$ cat config.mk
export PLATFORM = sky130hd
export DESIGN_NAME = sp2p_regs
export DESIGN_NICKNAME = d
export VERILOG_FILES = /design/src/rtl/sp2p_pkg.sv /design/src/rtl/sp2p_regs.sv
export SDC_FILE = /design/constraint.sdc
export NUM_CORES = 1
export LEC_CHECK = 0
export ABC_AREA = 0
export ABC_CLOCK_PERIOD_IN_PS = 1400
export BUFFER_PORTS_ARGS = -buffer_cell sky130_fd_sc_hd__buf_2
export CAP_MARGIN = 20
export CORE_ASPECT_RATIO = 0.7
export CORE_MARGIN = 2
export CORE_UTILIZATION = 48
export DETAILED_ROUTE_END_ITERATION = 10
export GPL_ROUTABILITY_DRIVEN = 1
export PLACE_DENSITY = 0.79
export SETUP_SLACK_MARGIN = 0.05
export SKIP_CTS_REPAIR_TIMING = 1
export SYNTH_ARGS = -nofsm -noshare
export SYNTH_HDL_FRONTEND = slang
export SYNTH_SLANG_ARGS = --single-unit
$ cat constraint.sdc
create_clock -name clk -period 1.4 [get_ports clk]
set_input_delay 0.14 -clock clk [delete_from_list [all_inputs] [get_ports clk]]
set_output_delay 0.14 -clock clk [all_outputs]
set_load 0.01 [all_outputs]
$ cat src/rtl/sp2p_pkg.sv
// Shared types, widths and constants of the scan point filter.
package sp2p_pkg;

  // Datapath widths: CORDIC x/y, residual angle, point before saturation
  localparam int XW = 35;
  localparam int ZW = 34;
  localparam int PW = 20;

  // 0.607253 in Q16, CORDIC gain compensation
  localparam logic [15:0] GAIN_Q16 = 16'd39797;

  // Register indexes of the configuration port
  typedef enum logic [2:0] {
    REG_START_ANGLE  = 3'd0,
    REG_ANGLE_STEP   = 3'd1,
    REG_RANGE_FLOOR  = 3'd2,
    REG_RANGE_CEIL   = 3'd3,
    REG_SENSOR_X     = 3'd4,
    REG_SENSOR_Y     = 3'd5,
    REG_BOX_HALF_X   = 3'd6,
    REG_BOX_HALF_Y   = 3'd7
  } reg_idx_t;

  // Configuration seen by the datapath
  typedef struct packed {
    logic [31:0]        start_angle;
    logic [31:0]        angle_step;
    logic [15:0]        range_floor_mm;
    logic [15:0]        range_ceiling_mm;
    logic signed [15:0] sensor_x_mm;
    logic signed [15:0] sensor_y_mm;
    logic [14:0]        box_half_x_mm;
    logic [14:0]        box_half_y_mm;
  } cfg_t;

  // Item state travelling through the rotation stages
  typedef struct packed {
    logic                 keep;
    logic                 done;
    logic signed [XW-1:0] x;
    logic signed [XW-1:0] y;
    logic signed [ZW-1:0] z;
  } cstate_t;

  // Arctangent of 2^-i in binary angle units
  function automatic logic [31:0] atan_lut(input logic [4:0] i);
    logic [31:0] v;
    case (i)
      5'd0:    v = 32'h20000000;
      5'd1:    v = 32'h12E4051E;
      5'd2:    v = 32'h09FB385B;
      5'd3:    v = 32'h051111D4;
      5'd4:    v = 32'h028B0D43;
      5'd5:    v = 32'h0145D7E1;
      5'd6:    v = 32'h00A2F61E;
      5'd7:    v = 32'h00517C55;
      5'd8:    v = 32'h0028BE53;
      5'd9:    v = 32'h00145F2F;
      5'd10:   v = 32'h000A2F98;
      5'd11:   v = 32'h000517CC;
      5'd12:   v = 32'h00028BE6;
      5'd13:   v = 32'h000145F3;
      5'd14:   v = 32'h0000A2F9;
      5'd15:   v = 32'h0000517C;
      5'd16:   v = 32'h000028BE;
      5'd17:   v = 32'h0000145F;
      5'd18:   v = 32'h00000A2F;
      5'd19:   v = 32'h00000517;
      5'd20:   v = 32'h0000028B;
      5'd21:   v = 32'h00000145;
      5'd22:   v = 32'h000000A2;
      5'd23:   v = 32'h00000051;
      default: v = 32'h00000000;
    endcase
    return v;
  endfunction

endpackage

$ cat src/rtl/sp2p_regs.sv
// APB register file holding the filter configuration.
module sp2p_regs
  import sp2p_pkg::*;
(
  input  logic        clk,
  input  logic        rst_n,
  input  logic        psel,
  input  logic        penable,
  input  logic        pwrite,
  input  logic [4:0]  paddr,
  input  logic [31:0] pwdata,
  output logic [31:0] prdata,
  output logic        pready,
  output cfg_t        cfg
);

  cfg_t     cfg_r;
  logic     wr_en;
  reg_idx_t idx;

  assign pready = 1'b1;
  assign wr_en  = psel & penable & pwrite;
  assign idx    = reg_idx_t'(paddr[4:2]);
  assign cfg    = cfg_r;

  // Register writes, reset loads the defaults
  always_ff @(posedge clk) begin
    if (!rst_n) begin
      cfg_r.start_angle      <= 32'd0;
      cfg_r.angle_step       <= 32'd0;
      cfg_r.range_floor_mm   <= 16'd0;
      cfg_r.range_ceiling_mm <= 16'd4000;
      cfg_r.sensor_x_mm      <= 16'sd90;
      cfg_r.sensor_y_mm      <= 16'sd60;
      cfg_r.box_half_x_mm    <= 15'd180;
      cfg_r.box_half_y_mm    <= 15'd180;
    end else if (wr_en) begin
      unique case (idx)
        REG_START_ANGLE: cfg_r.start_angle      <= pwdata;
        REG_ANGLE_STEP:  cfg_r.angle_step       <= pwdata;
        REG_RANGE_FLOOR: cfg_r.range_floor_mm   <= pwdata[15:0];
        REG_RANGE_CEIL:  cfg_r.range_ceiling_mm <= pwdata[15:0];
        REG_SENSOR_X:    cfg_r.sensor_x_mm      <= signed'(pwdata[15:0]);
        REG_SENSOR_Y:    cfg_r.sensor_y_mm      <= signed'(pwdata[15:0]);
        REG_BOX_HALF_X:  cfg_r.box_half_x_mm    <= pwdata[14:0];
        REG_BOX_HALF_Y:  cfg_r.box_half_y_mm    <= pwdata[14:0];
        default: ;
      endcase
    end
  end

  // Read mux
  always_comb begin
    unique case (idx)
      REG_START_ANGLE: prdata = cfg_r.start_angle;
      REG_ANGLE_STEP:  prdata = cfg_r.angle_step;
      REG_RANGE_FLOOR: prdata = {16'd0, cfg_r.range_floor_mm};
      REG_RANGE_CEIL:  prdata = {16'd0, cfg_r.range_ceiling_mm};
      REG_SENSOR_X:    prdata = {{16{cfg_r.sensor_x_mm[15]}}, cfg_r.sensor_x_mm};
      REG_SENSOR_Y:    prdata = {{16{cfg_r.sensor_y_mm[15]}}, cfg_r.sensor_y_mm};
      REG_BOX_HALF_X:  prdata = {17'd0, cfg_r.box_half_x_mm};
      REG_BOX_HALF_Y:  prdata = {17'd0, cfg_r.box_half_y_mm};
      default:         prdata = 32'd0;
    endcase
  end

endmodule

==> results of run 1 <==
cell usage in the layout (no fill, tap or decap), types with 4 or more instances in the layout:
| master | instances |
|---|---|
| dfxtp_2 | 35 |
| mux2i_1 | 15 |
| nor2_2 | 5 |
| a211o_1 | 4 |
| mux2_4 | 7 |
| mux4_2 | 4 |
| nor2_1 | 49 |
| buf_12 | 13 |
| buf_4 | 88 |
| a21oi_2 | 16 |
| a221oi_2 | 11 |
| a221oi_1 | 10 |
| buf_2 | 227 |
| dlygate4sd3_1 | 16 |
| nand3_1 | 23 |
| clkbuf_16 | 19 |
| a22o_1 | 10 |
| inv_1 | 11 |
| or2_2 | 5 |
| clkinvlp_4 | 6 |
| a21boi_0 | 50 |
| a21boi_1 | 86 |
| a21oi_1 | 5 |
| nand2_1 | 337 |
| dfxtp_1 | 122 |
| mux2_2 | 5 |
power groups by stage:
stage          combinational [mW]  sequential, mW  clock (mW)
3_5_place_dp                0.896            4.67           0
4_1_cts                     0.902            4.57        4.79
5_1_grt                      1.08            4.57        5.00
6_report                     1.02            4.57        4.77
2_1_floorplan               0.481            4.67           0
3_3_place_gp                0.885            4.67           0
layer usage:
metal | vias to the layer above | share of wire, %
li1 | 3588 | -
met1 | 3669 | 44
met2 | 495 | 40
met3 | 55 | 14
met4 | 0 | 2.0
met5 | - | 0
cell families after synthesis:
logic type             after synthesis
other                                1
AND/OR/NAND/NOR                    435
buffers and inverters               98
AO/OA/AOI/OAI                      196
multiplexers                        31
flip-flops                         158
synthesized netlist by cell type (all sizes together) (3+ instances only):
master	n	area [µm²]
clkbuf	31	117.6
nor2	54	207.7
nand2b	4	25.02
a22o	11	96.34
mux2	12	146.4
a21boi	136	1021
a211o	4	35.03
dfxtp	158	3163
a21oi	21	105.1
a221oi	22	198.9
or2	6	37.54
mux4	4	90.09
inv	11	41.29
nand3	23	115.1
nand2	338	1269
mux2i	15	150.1
or3	3	18.77
buf	56	316.5
per-stage QoR:
stage	utilization, %	power (mW)	setup TNS [ns]	setup slack, ns	cell area [µm²]
global route	69.16	10.65	-13.78	-0.6692	10180
finish	69.17	10.37	-12.35	-0.6193	10180
detailed placement	61.80	5.561	-43.34	-0.5701	9097
global placement	61.80	5.550	-38.54	-0.5257	9097
CTS	65.90	10.25	-11.94	-0.7287	9702
floorplan	-	5.155	0	0.06361	7247
cell type report:
cell class | count | share of cell area (%)
antenna | 1 | 0.02457
clock buffer | 19 | 4.349
clock inverter | 12 | 1.585
inverter | 11 | 0.4055
multi-input combinational | 663 | 37.34
sequential | 158 | 31.53
tap | 195 | 2.396
timing repair buffer | 347 | 22.37
critical path, delay by kind of cell, from the launching register on:
| kind | cells | cell delay (ns) |
|---|---|---|
| flops | 1 | 0.34 |
| simple gates | 1 | 0.03 |
| buf+inv | 2 | 0.30 |
| compound gates | 2 | 0.53 |
| mux | 1 | 0.27 |
worst paths after layout:
kind,end
hold reg to reg,cfg[8]
setup / recovery,prdata[12]
hold / removal,cfg[45]
setup reg to reg,cfg[6]
==> summary.txt, run 1 <==
Status
  • Status: finished, violations left
  • Failing checks: negative setup slack

Global route
  • First-pass GRT wire length: 38540 µm
  • GR Layer Usage met3: 10.09%
  • Grt total ovfl: 0
  • Met2 usage: 44.03%
  • Initial antenna violation count: 1
  • Largest net degree at the start of global routing: 36
  • Tot GR Track Use: 31.72%
  • Met1 Use GR: 47.60%
  • Vias in the first global route: 6616
  • Busiest grt layer: met1

Critical path
  • Reg2reg path depth: 3
  • R2R Setup Slk: between 0.5 and 0.6 ns
  • Critical Path RT: 1.26 ns
  • CP Max Fanout: 2
  • CP peak stage delay: 0.34 ns
  • Worst Setup End Kind: output pin
  • CP Cell Sequence: mux2_4 > a22o_1 > a221oi_2 > buf_4 > nor2_2 > buf_2
  • CP max stage cell: dfxtp_2
  • Crit Path Class: reg2out
  • Critical Path AT: 1.88 ns
  • Crit path launch type: register
  • Reg2Reg Launch Point: cfg[6]
  • Critical path startpoint: cfg[42]

Synthesis
  • Mapped Cells: 919
  • Post-synth EDFFs: 0
  • Top_reg_cell synth: dfxtp_1
  • Mapped cell area: 7247 µm²
  • Syn_area_per_cell: 7.886 µm²
  • Synth Area in Simple Gates: 24.14%
  • FFs w/ async S/R, synth: 0%
  • Synth Area in Adders: 0%
  • Combinational family with the most area after synthesis: simple AND/OR/NAND/NOR gates
  • Synthesis Warnings: 0
  • #FFs+latches synth: 158
  • Multiplexer share of the synthesized area: 5.335%
  • Synth Area in XOR/XNOR: 0%
  • Sequential fraction of the synthesis area: 43.65%
  • Synth unique cells: 36
  • Post-synthesis net count: 961
  • Synth Area in Compound Gates: 20.27%

Die
  • Die W: 150.9 µm
  • Initial Util: 49.23%
  • Die area: 16110 µm²
  • CORE AREA: 14720 µm²
  • FP Rows: 37
  • Die Span Y: roughly 110 µm
  • IO Pins: 233

Placed design
  • DPL Wire Length: 19300 µm
  • GP Congestion: 0.9135
  • Port Buffers: between 200 and 250
  • Placed cells: about 1400

Cells and area
  • Final non-filler cell total: 1406
  • Register area: 3211 µm²
  • Share of cells above drive strength 1: 38.02%
  • Multi-input gate area: 3802 µm²
  • Final-stage net count: between 1000 and 1500
  • Max FFs per register: 158
  • Number of fillers in the final layout: 1153
  • Area Growth Syn to Fin: 40.52%

Pwr
  • Pwr per Cell Area: around 1000 nW/µm²
  • Worst vdd ir: 0.0008923 V
  • Part of the power in the clock network: 46.1%
  • Combinational Power Share: 9.9%
  • Pleak: 4.563 nW
  • Switching pwr: 2.518 mW
  • Switching Fraction: about 24%
  • Seq pwr share: ~44%
  • P_int: 7.848 mW

STA
  • Slew Viols, Final: 0
  • Final-report hold violation count: 0
  • Hold_ws: ~0.034 ns
  • Final setup fails: 32
  • RSZ-0062 raised after global routing: true
  • Final critical-path setup slack: -0.6193 ns
  • Max Clock Skew: 0 ns
  • Tcrit/Tclk final: 144.2%
  • Post-layout min period: 2.019 ns
  • Fmax: 495.2 MHz

Detailed routing
  • Average via count per standard cell: 5.553
  • Residual DRC count: 0
  • Total number of vias: 7807
  • Final wirelength: 27310 µm
  • Iteration count of the initial detailed-routing pass: 9
  • Starting DRT DRC Count: 900
  • Antenna-violating nets left: 0
  • Drt wl/cell: 19.43 µm

Min path
  • Hold Path Class: in2reg
  • Hold_sp: pwdata[15]
  • Worst Hold Depth: 3

Clocking
  • TritonCTS clock tree: done
  • CTS Root Cell: clkbuf_16
  • Num CTS Buffers: 17
  • Worst-Skew Late Latency: 0.42 ns
  • H-tree depth: 4
  • Clk buf depth: 2
  • Clock transition at the registers of the reported paths: 0.07 ns
  • Clock sink total: 158

Flow run
  • Max_cap viols: 0
Power figures use the tool's default switching activity.
==> run 2: changes to the inputs <==
--- a/config.mk
+++ b/config.mk
@@ -7,3 +7,3 @@
 export LEC_CHECK = 0
-export ABC_AREA = 0
+export ABC_AREA = 1
 export ABC_CLOCK_PERIOD_IN_PS = 1400
--- a/constraint.sdc
+++ b/constraint.sdc
@@ -3,2 +3,2 @@
 set_output_delay 0.14 -clock clk [all_outputs]
-set_load 0.01 [all_outputs]
+set_load 0.02 [all_outputs]
==> run 2 against run 1 <==
  * The run ends with negative hold slack, negative setup slack left
  * Die area down 0.23%
  * Combinational power up 17%
  * Sequential cell count unchanged
  * Wire length up 13%
  * Area after synthesis down 0.24%
  * First-iteration DRC count up 59%
  * Global-route usage up 3.0 points
  * Clock skew unchanged
==> summary.txt, run 2 <==
Status
  • Status: finished, violations left
  • Failing checks: negative hold slack, negative setup slack

Cells and area
  • Util after Layout: 70.47%
  • Max FFs per register: 158
  • Area Growth Syn to Fin: 43.51%
  • Final non-filler cell total: roughly 1500
  • Final-stage net count: approximately 1300
  • Share of cells above drive strength 1: 36.25%
  • Most frequent cells in the layout: 223 x nor2_1, 194 x buf_2, 132 x nand2_1
  • Commonest non-fill, non-tap cell in the layout: nor2_1

Synthesis
  • Area share of the largest cell type after synthesis: between 40% and 50%
  • Top cells by count, synth: 240 x nor2_1, 158 x dfxtp_1, 146 x nand2_1
  • Largest cells by area after synthesis: dfxtp_1 44%, nor2_1 12%, o21ai_1 8.1%
  • Sequential fraction of the synthesis area: 43.75%
  • Synthesis Warnings: 0
  • Mapped Cells: approximately 1000
  • Syn_area_per_cell: approximately 7.0 µm²
  • Post-synth EDFFs: 0
  • FFs w/ async S/R, synth: 0%
  • Top_reg_cell synth: dfxtp_1
  • Count leader, synth: nor2_1
  • Leading area contributor after synthesis: dfxtp_1
  • Post-synthesis net count: roughly 1100
  • Mapped cell area: 7229 µm²
  • #FFs+latches synth: 158
  • Synth unique cells: 23

Critical path
  • Critical Path AT: 1.45 ns
  • R2R Setup Slk: 0.58 ns
  • Reg2Reg Capture Point: cfg[81]
  • CP Max Fanout: 9
  • Reg2Reg Launch Point: cfg[81]
  • Crit Path Class: reg2out
  • Reg2reg path depth: 3
  • Crit path launch type: register
  • Critical Path RT: 1.26 ns
  • Worst Setup End Kind: output pin

Detailed routing
  • Total number of vias: 8825
  • Starting DRT DRC Count: 1435
  • Antenna-violating nets left: 0
  • Drt wl/cell: 20.74 µm
  • Residual DRC count: 0
  • Final wirelength: 30830 µm
  • Average via count per standard cell: 5.935
  • Iteration count of the initial detailed-routing pass: 6

Clocking
  • Worst-Skew Late Latency: 0.43 ns
  • TritonCTS clock tree: done
  • Clock transition at the registers of the reported paths: roughly 0.060 ns
  • Num CTS Buffers: 17
  • Clock sink total: 158
  • H-tree depth: 4
  • Clk buf depth: 2
  • CTS Root Cell: clkbuf_16

Die
  • IO Pins: 233
  • Die Span Y: 106.7 µm
  • Die W: around 150 µm
  • CORE AREA: 14720 µm²
  • Die area: 16080 µm²
  • FP Rows: 37
  • Initial Util: between 40% and 50%

Pwr
  • Pleak: 5.111 nW
  • Post-layout power: 10.80 mW
  • Pwr per Cell Area: 1041 nW/µm²
  • Part of the power in the clock network: 46.2%
  • Seq pwr share: 42.7%
  • Combinational Power Share: 11.1%
  • Switching pwr: 2.778 mW
  • P_int: 8.018 mW
  • Worst vdd ir: roughly 0.00077 V
  • Switching Fraction: between 20% and 30%

STA
  • Final critical-path setup slack: -0.1925 ns
  • Final setup fails: 32
  • Slew Viols, Final: 0
  • Hold_ws: -0.02577 ns
  • Fmax: 627.9 MHz
  • Final-report hold violation count: 2
  • Tcrit/Tclk final: 113.8%
  • Max Clock Skew: 0 ns
  • Post-layout min period: roughly 1.6 ns
  • RSZ-0062 raised after global routing: true

Min path
  • Worst Hold Depth: 3
  • Worst Hold End: cfg[118]
  • Hold Path Class: in2reg
  • Hold_sp: pwdata[24]

Flow run
  • Max_cap viols: 0

Global route
  • Vias in the first global route: 7228
  • Grt total ovfl: 0
  • Initial antenna violation count: 1
  • Largest net degree at the start of global routing: 91
  • Tot GR Track Use: 34.75%
  • First-pass GRT wire length: 42190 µm

Placed design
  • Port Buffers: 229
  • GP Congestion: 0.9813
  • DPL Wire Length: 20030 µm
  • Dpl ws: -0.1808 ns
  • Placed cells: 1423
==> run 2: cell count changes after synthesis, sizes merged, moves of 44 or more <==
cell / before / now
nor2: 54 / 249
nand2: 338 / 150
a21boi: 136 / 0
o21ai: 1 / 137
nor3: 2 / 80
nand4: 1 / 63
nand3: 23 / 67
==> run 2: final cells by class <==
class                           instances  area [µm²]
Tap cell                              195       244.0
Fill cell                            1098        4347
Multi-Input combinational cell        755        3781
Clock buffer                           19       452.9
Clock inverter                         11       166.4
Inverter                               31       133.9
Antenna cell                            1       2.502
Sequential cell                       158        3228
Timing Repair Buffer                  317        2366
==> run 2: worst max-delay path by stage <==
stage,from,endpoint,slack [ns],cells past startpoint
floorplan,paddr[2],prdata[0],0.13,7
global placement,paddr[2],prdata[25],-0.14,7
detailed placement,paddr[2],prdata[28],-0.18,7
CTS,cfg[35],prdata[5],-0.27,5
global route,cfg[61],prdata[20],-0.22,6
finish,cfg[61],prdata[20],-0.19,6
==> run 2: per-layer routing <==
layer  global-route usage [%]  vias up  share of wire (%)
met4                    12.62        0                3.9
met2                    48.47      727                 42
met3                    9.532      112                 15
met5                        0        -                  0
met1                    50.93     4038                 39
li1                         -     3948                  -
==> run 2: critical path, stage by stage, from the launching register on <==
cell     delay (ns)
dfxtp_4        0.36
nand3_4        0.06
o21ai_2        0.06
inv_2          0.11
buf_12         0.14
nand3_1        0.13
buf_6          0.17
==> run 2: logic make-up (layout without fill, tap and decap cells) <==
kind of cell / after synthesis / in the layout / share of synthesized area, %
compound gates: 145 / 145 / 10.32
buf+inv: 127 / 378 / 7.944
flops: 158 / 158 / 43.75
other cells: 1 / 2 / 0.05187
simple gates: 609 / 609 / 37.94
==> run 2: per-stage QoR <==
stage	cell area, µm²	setup TNS (ns)	hold WS [ns]
floorplan	7229	0	0.2663
global placement	8815	-5.364	0.3877
finish	10380	-4.015	-0.02577
CTS	9434	-7.056	-0.04455
detailed placement	8815	-9.287	0.3946
global route	10370	-5.107	0.001827
==> run 2: power groups by stage <==
stage	combinational [mW]	clock, mW	sequential (mW)
6_report	1.19	4.99	4.61
5_1_grt	1.24	5.18	4.61
4_1_cts	0.996	4.98	4.61
3_5_place_dp	0.991	0	4.71
3_3_place_gp	0.981	0	4.71
2_1_floorplan	0.494	0	4.76
==> run 3: changes to the inputs <==
Settings changed: BUFFER_PORTS_ARGS -buffer_cell sky130_fd_sc_hd__buf_2 to default, DONT_BUFFER_PORTS from default to 1, PLACE_DENSITY 0.79 to 0.66.
==> run 3 against run 2 <==
  * The run still ends with negative hold slack, negative setup slack left
  * Die area stayed put
  * Total power decreased by 2.4%
  * Count of clock-buffer cells in the layout shrank 2
  * Fmax grew 5.1%
  * Largest cell class unchanged
  * Highest routed layer is now met5
==> summary.txt, run 3 (synthesized netlist as in run 2, its figures left out) <==
Status
  • Status: finished, violations left
  • Failing checks: negative hold slack, negative setup slack

Global route
  • Initial antenna violation count: 5
  • Grt total ovfl: 0
  • Largest net degree at the start of global routing: between 150 and 200
  • Vias in the first global route: 6856
  • First-pass GRT wire length: 40930 µm
  • Tot GR Track Use: about a third

Detailed routing
  • Final wirelength: 31030 µm
  • Met2 WL post-DR: 13140 µm
  • Residual DRC count: 0
  • Total number of vias: approximately 8300
  • Drt wl/cell: 22.10 µm
  • Top Layer Used: met5
  • M1 wire length: between 10000 and 15000 µm
  • Antenna-violating nets left: 0
  • Wire length on met3: 5014 µm
  • Iteration count of the initial detailed-routing pass: 5
  • Starting DRT DRC Count: 1138
  • Average via count per standard cell: approximately 5.9

Cells and area
  • Commonest non-fill, non-tap cell in the layout: nor2_1
  • Area Growth Syn to Fin: 41.92%
  • Max FFs per register: 158
  • Final-stage net count: 1235
  • Most frequent cells in the layout: 212 x nor2_1, 141 x buf_4, 128 x dfxtp_1
  • Final non-filler cell total: about 1400
  • Share of cells above drive strength 1: 27.20%
  • Util after Layout: 69.69%

Pwr
  • P_int: 7.748 mW
  • Seq pwr share: 43.7%
  • Worst vdd ir: 0.0007208 V
  • Switching Fraction: 26.49%
  • Pwr per Cell Area: 1027 nW/µm²
  • Part of the power in the clock network: 47.5%
  • Pleak: 4.546 nW
  • Combinational Power Share: 8.8%
  • Switching pwr: roughly 2.8 mW

Critical path
  • Critical Path AT: 1.38 ns
  • Reg2Reg Capture Point: cfg[7]
  • CP max stage cell: dfxtp_2
  • Crit path launch type: register
  • Worst Setup End Kind: output pin
  • Critical Path RT: 1.26 ns
  • CP bufs+invs: 3
  • CP Depth: 5
  • Crit path to: prdata[18]
  • Crit Path Class: reg2out
  • Critical path's top delay family: flip-flops
  • R2R Setup Slk: 0.05 ns
  • Critical path startpoint: cfg[45]
  • Reg2reg path depth: 4
  • Reg2Reg Launch Point: cfg[7]
  • CP Max Fanout: 8
  • CP Cell Sequence: inv_2 > o21ai_4 > buf_6 > inv_8 > nand3_4
  • CP peak stage delay: between 0.3 and 0.4 ns

STA
  • Hold_ws: -0.1665 ns
  • Final critical-path setup slack: -0.1159 ns
  • Post-layout min period: about 1.5 ns
  • Slew Viols, Final: 0
  • Worst Tran Pin Value: 0.7060 ns
  • Fmax: 659.7 MHz
  • RSZ-0062 raised after global routing: true
  • Tcrit/Tclk final: 108.3%
  • Max Clock Skew: 0 ns
  • Slew HR: 52.78%
  • Final setup fails: 22
  • Final-report hold violation count: 109

Clocking
  • Clock transition at the registers of the reported paths: 0.07 ns
  • CTS Root Cell: clkbuf_16
  • Worst-Skew Late Latency: ~0.42 ns
  • Clk buf depth: 2
  • Clock sink total: 158
  • H-tree depth: 4
  • TritonCTS clock tree: done
  • Num CTS Buffers: 17

Placed design
  • GP Congestion: 0.8787
  • DPL Wire Length: ~19000 µm
  • Port Buffers: 0
  • Placed cells: 1289

Flow run
  • Max_cap viols: 0

Die
  • CORE AREA: 14720 µm²
  • IO Pins: 233
  • Initial Util: 49.11%
  • Die area: 16080 µm²
  • Die Span Y: 106.7 µm
  • FP Rows: 37
  • Die W: 150.7 µm

Min path
  • Hold Path Class: in2reg
-- run 3: changes by cell type in the layout (fill, tap and decap cells not counted), sizes merged --
cell / previous run / this run
buf: 298 / 151
inv: 31 / 41
clkinv: 4 / 1
clkinvlp: 3 / 2
dlygate4sd3: 15 / 78
bufinv: 4 / 3
diode: 1 / 3
clkbuf: 23 / 17
-- run 3: stage by stage --
step                hold WS [ns]  power, mW  TNS (ns)  setup slack (ns)  cell area [µm²]
floorplan                 0.2663      5.257         0            0.1258             7229
global placement          0.2353      5.339         0            0.1279             8204
detailed placement        0.2410      5.344         0            0.1022             8204
CTS                      -0.2017      10.24    -6.256           -0.2414             8827
global route             -0.1852      10.77    -2.213           -0.2051            10260
finish                   -0.1665      10.54    -1.378           -0.1159            10260
-- run 3: layer usage --
layer | vias to the layer above | global-route usage [%]
li1 | 3796 | -
met1 | 3877 | 47.87
met2 | 543 | 47.79
met3 | 59 | 14.04
met4 | 4 | 8.812
met5 | - | 0
-- run 3: layout make-up --
class | count | area, µm²
Tap cell | 195 | 244.0
Multi-Input combinational cell | 755 | 4046
Timing Repair inverter | 1 | 11.26
Fill cell | 1178 | 4462
Clock inverter | 15 | 197.7
Inverter | 31 | 123.9
Clock buffer | 17 | 425.4
Sequential cell | 158 | 3208
Timing Repair Buffer | 229 | 1996
Antenna cell | 3 | 7.507
-- run 3: how the worst min path moves through the flow --
stage | start | end | slack [ns] | cells after the start
5_1_grt | rst_n | cfg[2] | -0.19 | 1
3_3_place_gp | rst_n | cfg[34] | 0.24 | 1
6_report | rst_n | cfg[67] | -0.17 | 1
4_1_cts | rst_n | cfg[71] | -0.20 | 1
2_1_floorplan | pwdata[5] | cfg[35] | 0.27 | 2
3_5_place_dp | rst_n | cfg[35] | 0.24 | 1
-- run 3: power by group through the flow --
stage / Sequential, mW / Clock, mW / Combinational (mW)
finish: 4.61 / 5.01 / 0.925
global route: 4.61 / 5.19 / 0.964
CTS: 4.61 / 5.00 / 0.635
detailed placement: 4.71 / 0 / 0.632
global placement: 4.71 / 0 / 0.627
floorplan: 4.76 / 0 / 0.494
